[src/hw/rtl/second_chance_page_replacer_assert.svh]
// Assertion shorthands for the replacer's RTL.
`ifndef SECOND_CHANCE_PAGE_REPLACER_ASSERT_SVH
`define SECOND_CHANCE_PAGE_REPLACER_ASSERT_SVH

// The consequent must hold in the same cycle as the antecedent.
`define SCPR_ASSERT_SAME(lbl, ck, rstn, ante, cons, msg) \
    lbl: assert property (@(posedge ck) disable iff (!(rstn)) (ante) |-> (cons)) \
        else $error(msg);

// The consequent must hold in the cycle after the antecedent.
`define SCPR_ASSERT_NEXT(lbl, ck, rstn, ante, cons, msg) \
    lbl: assert property (@(posedge ck) disable iff (!(rstn)) (ante) |=> (cons)) \
        else $error(msg);

`endif

[src/hw/rtl/scpr_pkg.sv]
`default_nettype none

package scpr_pkg;

    localparam int FrameBits  = 6;
    localparam int FrameCount = 2 ** FrameBits;
    localparam int ModeBits   = 2;
    localparam int StatusBits = 2;

    localparam logic [ModeBits-1:0] MODE_INSERT  = 2'd0;
    localparam logic [ModeBits-1:0] MODE_TOUCH   = 2'd1;
    localparam logic [ModeBits-1:0] MODE_REPLACE = 2'd2;

    localparam logic [StatusBits-1:0] STATUS_OK    = 2'd0;
    localparam logic [StatusBits-1:0] STATUS_EMPTY = 2'd1;
    localparam logic [StatusBits-1:0] STATUS_FULL  = 2'd2;

    // Broadcast to every cell of the ring.
    typedef struct packed {
        logic insert;
        logic rotate;
        logic pop;
    } cell_ctrl_t;

    // Write port of the referenced-bit store.
    typedef struct packed {
        logic                 en;
        logic [FrameBits-1:0] frame;
        logic                 val;
    } ref_wr_t;

endpackage

`default_nettype wire

[src/hw/rtl/second_chance_page_replacer.sv]
// Insert, touch, no-op and replace on an empty ring: result in the cycle after the transfer,
// and a new command may be started in that same cycle (one command per cycle while not busy).
// Replace: the walk rotates each referenced entry to the tail, at most the entry count of
// them, one per cycle through the row of cells, and then pops the unreferenced head as the victim.
// Results are strobed by done for one cycle; the receiver cannot stall them.
// Reset clears the control state and all referenced bits at once; ring contents are not reset.
`default_nettype none

module second_chance_page_replacer
    import scpr_pkg::*;
#(
    parameter int NUM_FRAMES = 64,
    parameter int PID_BITS   = 16
)
(
    input  wire logic                  clk,
    input  wire logic                  rst_n,
    input  wire logic                  start,
    output logic                       busy,
    input  wire logic [ModeBits-1:0]   mode,
    input  wire logic [PID_BITS-1:0]   owner_pid,
    input  wire logic [FrameBits-1:0]  frame_number,
    input  wire logic                  initial_ref,
    output logic                       done,
    output logic      [StatusBits-1:0] status,
    output logic      [PID_BITS-1:0]   victim_pid,
    output logic      [FrameBits-1:0]  victim_frame
);

`include "second_chance_page_replacer_assert.svh"

    localparam int CntBits = $clog2(NUM_FRAMES + 1);
    localparam logic [CntBits-1:0] CntFull = CntBits'(NUM_FRAMES);

    typedef enum logic {ST_IDLE, ST_WALK} state_t;

    state_t               state_reg, state_next;
    logic [CntBits-1:0]   count_reg, count_next;
    logic                 done_reg, done_next;
    logic [StatusBits-1:0] status_reg, status_next;
    logic [PID_BITS-1:0]  vpid_reg, vpid_next;
    logic [FrameBits-1:0] vframe_reg, vframe_next;

    cell_ctrl_t ctrl;
    ref_wr_t    ref_wr;
    logic       head_ref;
    logic       accept;

    logic [PID_BITS-1:0]  cell_pid   [NUM_FRAMES];
    logic [FrameBits-1:0] cell_frame [NUM_FRAMES];

    // Cell 0 is always the head of the ring; the last cell's neighbour input is unused
    // in practice and is tied to the head.
    for (genvar g = 0; g < NUM_FRAMES; g++)
    begin : g_cell
        localparam int Nb = (g + 1 < NUM_FRAMES) ? g + 1 : 0;
        scpr_cell #(
            .PID_BITS (PID_BITS),
            .CNT_BITS (CntBits),
            .INDEX    (g)
        ) u_cell (
            .clk        (clk),
            .ctrl       (ctrl),
            .count      (count_reg),
            .head_pid   (cell_pid[0]),
            .head_frame (cell_frame[0]),
            .next_pid   (cell_pid[Nb]),
            .next_frame (cell_frame[Nb]),
            .new_pid    (owner_pid),
            .new_frame  (frame_number),
            .pid        (cell_pid[g]),
            .frame      (cell_frame[g])
        );
    end

    scpr_ref_bits #(
        .NUM_FRAMES (NUM_FRAMES)
    ) u_ref_bits (
        .clk      (clk),
        .rst_n    (rst_n),
        .wr       (ref_wr),
        .rd_frame (cell_frame[0]),
        .rd_bit   (head_ref)
    );

    assign busy   = (state_reg == ST_WALK);
    assign accept = start && !busy;

    always_comb
    begin
        state_next   = state_reg;
        count_next   = count_reg;
        done_next    = 1'b0;
        status_next  = STATUS_OK;
        vpid_next    = '0;
        vframe_next  = '0;
        ctrl         = '0;
        ref_wr.en    = 1'b0;
        ref_wr.frame = frame_number;
        ref_wr.val   = initial_ref;

        unique case (state_reg)
            ST_IDLE:
            begin
                if (accept)
                begin
                    done_next = 1'b1;
                    unique case (mode)
                        MODE_INSERT:
                        begin
                            if (count_reg == CntFull)
                            begin
                                status_next = STATUS_FULL;
                            end
                            else
                            begin
                                ctrl.insert = 1'b1;
                                ref_wr.en   = 1'b1;
                                count_next  = count_reg + CntBits'(1);
                            end
                        end
                        MODE_TOUCH:
                        begin
                            ref_wr.en  = 1'b1;
                            ref_wr.val = 1'b1;
                        end
                        MODE_REPLACE:
                        begin
                            if (count_reg == '0)
                            begin
                                status_next = STATUS_EMPTY;
                            end
                            else
                            begin
                                done_next  = 1'b0;
                                state_next = ST_WALK;
                            end
                        end
                        default:
                        begin
                            status_next = STATUS_OK;
                        end
                    endcase
                end
            end
            ST_WALK:
            begin
                if (head_ref)
                begin
                    // Second chance: clear the bit and send the head to the tail.
                    ref_wr.en    = 1'b1;
                    ref_wr.frame = cell_frame[0];
                    ref_wr.val   = 1'b0;
                    ctrl.rotate  = 1'b1;
                end
                else
                begin
                    ctrl.pop    = 1'b1;
                    count_next  = count_reg - CntBits'(1);
                    done_next   = 1'b1;
                    vpid_next   = cell_pid[0];
                    vframe_next = cell_frame[0];
                    state_next  = ST_IDLE;
                end
            end
            default:
            begin
                state_next = ST_IDLE;
            end
        endcase
    end

    always_ff @(posedge clk or negedge rst_n)
    begin
        if (!rst_n)
        begin
            state_reg  <= ST_IDLE;
            count_reg  <= '0;
            done_reg   <= 1'b0;
            status_reg <= STATUS_OK;
            vpid_reg   <= '0;
            vframe_reg <= '0;
        end
        else
        begin
            state_reg  <= state_next;
            count_reg  <= count_next;
            done_reg   <= done_next;
            status_reg <= status_next;
            vpid_reg   <= vpid_next;
            vframe_reg <= vframe_next;
        end
    end

    assign done         = done_reg;
    assign status       = status_reg;
    assign victim_pid   = vpid_reg;
    assign victim_frame = vframe_reg;

    `SCPR_ASSERT_SAME(a_count_max, clk, rst_n, 1'b1, count_reg <= CntFull,
        "entry count exceeds the ring size")
    `SCPR_ASSERT_SAME(a_walk_nonempty, clk, rst_n, state_reg == ST_WALK, count_reg != '0,
        "replacement walk on an empty ring")
    `SCPR_ASSERT_NEXT(a_replace_walks, clk, rst_n,
        accept && (mode == MODE_REPLACE) && (count_reg != '0), busy && !done,
        "replace on a non-empty ring did not start a walk")
    `SCPR_ASSERT_NEXT(a_pop_result, clk, rst_n, (state_reg == ST_WALK) && !head_ref,
        done && (status == STATUS_OK) && !busy,
        "victim removal did not give an ok result")
    `SCPR_ASSERT_SAME(a_no_done_walking, clk, rst_n, busy, !done,
        "result strobed while a walk is in progress")

endmodule

`default_nettype wire

[src/hw/rtl/scpr_cell.sv]
`default_nettype none

module scpr_cell
    import scpr_pkg::*;
#(
    parameter int PID_BITS = 16,
    parameter int CNT_BITS = 7,
    parameter int INDEX    = 0
)
(
    input  wire logic                 clk,
    input  wire cell_ctrl_t           ctrl,
    input  wire logic [CNT_BITS-1:0]  count,
    input  wire logic [PID_BITS-1:0]  head_pid,
    input  wire logic [FrameBits-1:0] head_frame,
    input  wire logic [PID_BITS-1:0]  next_pid,
    input  wire logic [FrameBits-1:0] next_frame,
    input  wire logic [PID_BITS-1:0]  new_pid,
    input  wire logic [FrameBits-1:0] new_frame,
    output logic      [PID_BITS-1:0]  pid,
    output logic      [FrameBits-1:0] frame
);

    localparam logic [CNT_BITS-1:0] MyIdx   = CNT_BITS'(INDEX);
    localparam logic [CNT_BITS-1:0] MyIdxP1 = CNT_BITS'(INDEX + 1);

    logic [PID_BITS-1:0]  pid_reg;
    logic [FrameBits-1:0] frame_reg;

    // Insert fills the cell past the live tail; on a rotation the live tail takes the
    // old head, and every other cell takes its right-hand neighbour whenever the ring moves.
    always_ff @(posedge clk)
    begin
        priority if (ctrl.insert && (count == MyIdx))
        begin
            pid_reg   <= new_pid;
            frame_reg <= new_frame;
        end
        else if (ctrl.rotate && (count == MyIdxP1))
        begin
            pid_reg   <= head_pid;
            frame_reg <= head_frame;
        end
        else if (ctrl.rotate || ctrl.pop)
        begin
            pid_reg   <= next_pid;
            frame_reg <= next_frame;
        end
        else
        begin
            pid_reg   <= pid_reg;
            frame_reg <= frame_reg;
        end
    end

    assign pid   = pid_reg;
    assign frame = frame_reg;

endmodule

`default_nettype wire

[src/hw/rtl/scpr_ref_bits.sv]
`default_nettype none

module scpr_ref_bits
    import scpr_pkg::*;
#(
    parameter int NUM_FRAMES = 64
)
(
    input  wire logic                 clk,
    input  wire logic                 rst_n,
    input  wire ref_wr_t              wr,
    input  wire logic [FrameBits-1:0] rd_frame,
    output logic                      rd_bit
);

    // Only frame numbers below FrameCount ever arrive, so no more bits exist.
    localparam int RefDepth = (NUM_FRAMES < FrameCount) ? NUM_FRAMES : FrameCount;
    localparam int SlotBits = $clog2(RefDepth);

    logic [SlotBits-1:0] slot_tab [FrameCount];
    logic [RefDepth-1:0] bits_reg;
    logic [SlotBits-1:0] wr_slot;
    logic [SlotBits-1:0] rd_slot;

    for (genvar g = 0; g < FrameCount; g++)
    begin : g_slot
        localparam int SlotVal = g % NUM_FRAMES;
        assign slot_tab[g] = SlotBits'(SlotVal);
    end

    assign wr_slot = slot_tab[wr.frame];
    assign rd_slot = slot_tab[rd_frame];
    assign rd_bit  = bits_reg[rd_slot];

    always_ff @(posedge clk or negedge rst_n)
    begin
        if (!rst_n)
        begin
            bits_reg <= '0;
        end
        else if (wr.en)
        begin
            bits_reg[wr_slot] <= wr.val;
        end
    end

endmodule

`default_nettype wire

[config.mk]
export PLATFORM = sky130hd
export DESIGN_NAME = second_chance_page_replacer
export DESIGN_NICKNAME = d
export VERILOG_FILES = /design/src/hw/rtl/scpr_pkg.sv /design/src/hw/rtl/second_chance_page_replacer.sv /design/src/hw/rtl/scpr_cell.sv /design/src/hw/rtl/scpr_ref_bits.sv
export VERILOG_INCLUDE_DIRS = /design/src /design/src/hw/rtl
export SDC_FILE = /design/constraint.sdc
export NUM_CORES = 2
export LEC_CHECK = 0
export BUFFER_PORTS_ARGS = -buffer_cell sky130_fd_sc_hd__buf_2
export CAP_MARGIN = 15
export CORE_MARGIN = 4
export CORE_UTILIZATION = 40
export DETAILED_ROUTE_END_ITERATION = 10
export REMOVE_ABC_BUFFERS = 1
export SYNTH_ARGS = -nofsm -noshare
export SYNTH_HDL_FRONTEND = slang
export SYNTH_HIERARCHICAL = 1
export SYNTH_SLANG_ARGS = --single-unit
[constraint.sdc]
create_clock -name clk -period 8.1 [get_ports clk]
set_input_delay 1.215 -clock clk [delete_from_list [all_inputs] [get_ports clk]]
set_output_delay 1.215 -clock clk [all_outputs]
set_load 0.03 [all_outputs]
# Word level (Yosys, flattened, before mapping)
# Memory sizes are Yosys's and may differ from the RTL's.
# Index checks and enable logic that the tools add are counted.
dict set report word_totals {
  romBits 768
  word_cells 848
  regBits 1505
  inputBits 28
  n_memories 2
}
# memory words word_bits read_ports rd_clocked_by_memory_dff write_ports line_no
set mem_list {}
lappend mem_list {{(name not given)} 64 6 1 0 0 scpr_ref_bits.sv:31} ;# assign wr_slot = slot_tab[wr.frame];
lappend mem_list {{(name not given)} 64 6 1 0 0 scpr_ref_bits.sv:32} ;# assign rd_slot = slot_tab[rd_frame];
dict set report op_classes {
  n_bitwise 3
  n_reduce_logical 200
  addsub 2
  order_cmp 5
  n_mux 430
  n_eq_ne 71
}
# op count
set ops {}
lappend ops {{16-bit two-way mux} 194}
lappend ops {{6-bit two-way mux} 199}
lappend ops {{7-bit by 6-bit == test with 1-bit output, second input constant} 32}
lappend ops {{3-bit nonzero test} 63}
lappend ops {{1-bit logical AND} 130}
lappend ops {{7-bit by 5-bit == test with 1-bit output, second input constant} 16}
lappend ops {{64-bit bitwise mux} 1}
lappend ops {{7-bit by 4-bit == test with 1-bit output, second input constant} 8}
lappend ops {{7-bit by 3-bit == test with 1-bit output, second input constant} 4}
lappend ops {{7-bit two-way mux} 4}
lappend ops {{1-bit two-way mux} 18}
lappend ops {{7-bit by 2-bit == test with 1-bit output, second input constant} 2}
lappend ops {{7-bit greater-or-equal comparator, second input constant} 2}
lappend ops {{6-bit by 7-bit < comparator with 1-bit output, second input constant} 2}
lappend ops {{6-bit NOT with 7-bit output} 2}
lappend ops {{7-bit case mux with 2 select lines} 1}
lappend ops {{1-bit case mux with 2 select lines} 5}
lappend ops {{2-bit two-way mux} 4}
lappend ops {{8-bit two-way mux} 1}
lappend ops {{7-bit by 1-bit adder with 7-bit output, second input constant} 1}
lappend ops {{7-bit by 1-bit == test with 1-bit output, second input constant} 1}
lappend ops {{7-bit == test, second input constant} 1}
lappend ops {{7-bit zero test} 1}
lappend ops {{7-bit by 1-bit subtractor with 7-bit output, second input constant} 1}
lappend ops {{other kinds (15)} 18}

# Depth between registers and ports, before layout
dict set report logic_depth {
  word_depth 17
  mapped_depth 13
  ltp_nobuf 10
}

# Cells and area by module
# Netlist, hierarchy kept.
# module area_each_um2 n_inst cells_each seq_area_each_um2
set modules_own_cells {}
lappend modules_own_cells {{scpr_cell at g_cell[14].u_cell ...} 1308.8 6 84 660.6}
lappend modules_own_cells {{scpr_cell at g_cell[10].u_cell ...} 1305.0 6 83 660.6}
lappend modules_own_cells {{scpr_cell at g_cell[21].u_cell ...} 1312.5 4 84 660.6}
lappend modules_own_cells {{scpr_cell at g_cell[30].u_cell ...} 1292.5 4 84 660.6}
lappend modules_own_cells {{scpr_cell at g_cell[22].u_cell ...} 1219.9 4 83 660.6}
lappend modules_own_cells {{scpr_cell at g_cell[27].u_cell ...} 1194.9 4 82 660.6}
lappend modules_own_cells {{scpr_cell at g_cell[12].u_cell ...} 1172.4 4 83 660.6}
lappend modules_own_cells {{scpr_cell at g_cell[16].u_cell ...} 1301.2 3 83 660.6}
lappend modules_own_cells {{scpr_cell at g_cell[11].u_cell ...} 1137.3 3 83 660.6}
lappend modules_own_cells {scpr_ref_bits 3359.5 1 279 1601.5}
lappend modules_own_cells {{scpr_cell at g_cell[5].u_cell ...} 1310.0 2 84 660.6}
lappend modules_own_cells {{scpr_cell at g_cell[23].u_cell ...} 1261.2 2 84 660.6}
lappend modules_own_cells {{scpr_cell at g_cell[29].u_cell ...} 1226.2 2 84 660.6}
lappend modules_own_cells {{scpr_cell at g_cell[4].u_cell ...} 1223.7 2 86 660.6}
lappend modules_own_cells {{+16 rows} -- -- -- --}

# Worst setup path after synthesis
# Ideal clock, no wire load.
dict set report synth_path {
  path_kind {reg-to-reg}
  startpoint {reg count_reg[3]}
  endpoint {reg g_cell[11].u_cell.frame_reg[0], enable pin}
  slack_ns 0.438
  t_required_ns 7.668
  setup_time_ns 0.432
  path_stages_with_launch 8
  period_less_slack_ns 7.662
  n_path_buf 2
  arrival_time_ns 7.231
  path_cell_list {dfrtp_1 -> nor4_1 -> a311oi_2 -> and4b_1 -> clkbuf_1 -> buf_2 -> inv_1 -> o21ai_0}
}
# element line_no
set synth_lines {}
lappend synth_lines {{start, declared} second_chance_page_replacer.sv:38} ;# logic [CntBits-1:0] count_reg, count_next;
lappend synth_lines {{start signal, assigned} second_chance_page_replacer.sv:187} ;# count_reg <= count_next;
lappend synth_lines {{end signal, assigned} scpr_cell.sv:37} ;# frame_reg <= new_frame;
lappend synth_lines {{end signal, assigned} scpr_cell.sv:42} ;# frame_reg <= head_frame;
lappend synth_lines {{end signal, assigned} scpr_cell.sv:47} ;# frame_reg <= next_frame;
lappend synth_lines {{end, declared} scpr_cell.sv:28} ;# logic [FrameBits-1:0] frame_reg;

==> results.toml <==
[status]
status = "finished clean"

[worst_setup_path]
critPathTopFamily = "compound AO/OA/AOI/OAI gates"
path_class = "reg -> reg"
r2r_end = "g_cell[37].u_cell/pid[15]"
required_ns = 8.76
path_depth = 11
r2r_cells = 11
regToRegSetupSlack_ns = 2.32
crit_end = "g_cell[37].u_cell/pid[15]"
worstPathArrival_ns = 6.44
slowest_stage = "o211ai_4"
crit_chain = "buf_4 -> mux4_1 -> mux4_2 -> nand2b_1 -> a32o_1 -> nand2_1 -> inv_6 -> buf_4 -> and3b_1 -> o211ai_4 -> o2bb2ai_1"
start_kind = "register"
worstSetupEndpointType = "register"
r2r_start = "g_cell[0].u_cell/frame[0]"
worst-path-buf-inv = 3
startpoint = "g_cell[0].u_cell/frame[0]"
crit_top_cell = "buf_4"
critPathMaxFanout = 55
slowest_delay_ns = 0.95

[timing]
setup_tns_ns = 0
drv_slew = 0
finClkSkew_ns = 0.04822
grt_setup_unrepaired = "false"
worst_pin_slew_ns = 1.222
finalSetupViolations = 0
fin_ws_ns = 2.319
maxSlewHeadroom_pct = 18.55
period_minus_slack_ns = 5.781
post-route-period-util_pct = 71.37
holdWs_ns = 0.3715
finalHoldViolCount = 0
max_freq_mhz = 173.0

[global_route]
grt_pass1_vias = 57170
overflow = 0
grt_max_degree = 80
grt_pass1_wl_mm = 391.5
antenna_found_initial = 10
grt_usage_pct = 23.32

[hold_path]
hp-class = "in -> async"

[route]
drc = 0
drt_iter0_drc = 7722
first_pass_iters = 7
wl_mm = 266.6
wl_per_cell_um = 30.81
viasPerCell = 6.850
ant_nets = 0
num_vias = 59280

[clock_network]
clock_latency_ns = 0.84
cts_setup_buffers = 0
cts_hold_buf = 0
cts_buffers = 170
clk_path_buf_depth = 3
cts.sinks = 1505
cts_tree = "done"
post_cts_resized = 0
clkTransAtPathRegs_ns = 0.07
htreeDepth = 4
cts_root_buffer = "clkbuf_16"

[synth]
syn_inst = 5960
synth.most_common_cell = "edfxtp_1"
ys_seq_area_share_pct = 52.72
syn_avg_cell_area_um2 = 14.23
async_flop_share_pct = 6.445
yosys-top-cells-area = "edfxtp_1, o2bb2ai_2, a22oi_1"
synthFlopType = "edfxtp_1"
synth_top_area_share_pct = 49.86
synth-edff-count = 1408
synth_area_leader_cell = "edfxtp_1"
synth_warnings = 6
syn_area_um2 = 84800
synth_cell_types = 88
synth_common_cells = "edfxtp_1, a22oi_1, o2bb2ai_2"
ys_seq_elements = 1505

[cells_and_area]
fill_cells = 18670
largest_reg_flops = 1024
fin_util_pct = 43.56
syn_to_final_growth_pct = 7.978
final_layout_size_suffix_gt1_share_pct = 26.42
final_cells = 8654
fin_nets = 5739

[placed_design]
dp_hpwl_mm = 151.0
gp_congestion = 0.8442
portBuffers = 53
dpl.cell_count = 8311
dp_slack_ns = 2.285

[power]
p_per_area_nw_per_um2 = 253.6
peakVddDrop_v = 0.0001965
power_leakage_uw = 0.02504

[flow_run]
cap_viol_max_count = 0

[die]
die_h_um = 468.4
start_util_pct = 40.34
die_w_um = 468.4
fp.dieArea_um2 = 219400
io_pins = 54
rows = 168
core-area_um2 = 210200
## metrics by stage
step / instance area [um2] / power (uW)
2_1_floorplan: 80030 / 13220
3_3_place_gp: 85290 / 15020
3_5_place_dp: 85330 / 15120
4_1_cts: 91120 / 23170
5_1_grt: 91560 / 23910
6_report: 91570 / 23220
## where the power goes
part	internal, uW	leakage, uW	switching [uW]
combinational	1510	0.00797	3420
clock	4710	0.00282	3370
sequential	9600	0.0143	606
## cells in the final DEF, fill, tap and decap left out, types with 19 or more instances in the layout
cell       instances
nor2_1           104
nor2b_1           40
inv_1             25
and3b_1           35
a22oi_1         1324
buf_2             30
clkinv_2          29
mux2_2            70
edfxtp_1        1408
nand2_2           20
o2bb2ai_2        766
o2111ai_4         20
o21ai_0           26
clkbuf_1          29
a31oi_1           88
and2_1            37
o2bb2ai_1        554
dfrtp_1           90
nand3_1          112
o21ai_1           80
nor3_1            98
nand2_1           68
o211ai_4          26
buf_8             19
clkinv_1          35
nor4b_4           21
buf_4            182
clkbuf_16        171
bufinv_16         24
## area by class of cell
class	count	area [um2]	share of cell area (%)
Clock buffer	204	4443	4.852
Inverter	27	106.4	0.1161
Antenna cell	2	5.005	0.005466
Tap cell	2805	3510	3.833
Timing Repair Buffer	245	2051	2.240
Multi-Input combinational cell	3756	35360	38.62
Sequential cell	1505	44730	48.85
Clock inverter	110	1355	1.480
## worst min path at each step
stage / slack, ns / end / startpoint
floorplan: 0.47 / u_ref_bits/bits_reg[41] / u_ref_bits/bits_reg[41]
global placement: 0.48 / u_ref_bits/bits_reg[2] / u_ref_bits/bits_reg[2]
detailed placement: 0.49 / u_ref_bits/bits_reg[9] / u_ref_bits/bits_reg[9]
CTS: 0.34 / u_ref_bits/bits_reg[31] / rst_n
global route: 0.38 / u_ref_bits/bits_reg[31] / rst_n
finish: 0.37 / u_ref_bits/bits_reg[31] / rst_n
## logic make-up after synthesis
logic type	share of synthesized area, %
flops	52.72
buf+inv	5.750
xor+xnor	0.05164
simple gates	5.605
mux	1.450
fa+ha+maj	0.09738
compound gates	34.32
## worst register-to-register path, cell delays in order (launching register included)
cell and delay [ns]:
edfxtp_1 0.37, buf_4 0.70, mux4_1 0.71, mux4_2 0.48
nand2b_1 0.17, a32o_1 0.31, nand2_1 0.40, inv_6 0.31
buf_4 0.42, and3b_1 0.64, o211ai_4 0.95, o2bb2ai_1 0.18
## per-layer routing
metal / share of wire (%) / vias to the layer above / track usage [%]
met2: 46 / 3360 / 36.82
met1: 41 / 30270 / 31.79
met4: 4.1 / 4 / 9.255
met5: 0.011 / - / 0.04329
met3: 9.0 / 751 / 4.324
li1: - / 24900 / -
(Power assumes the default switching activity.)
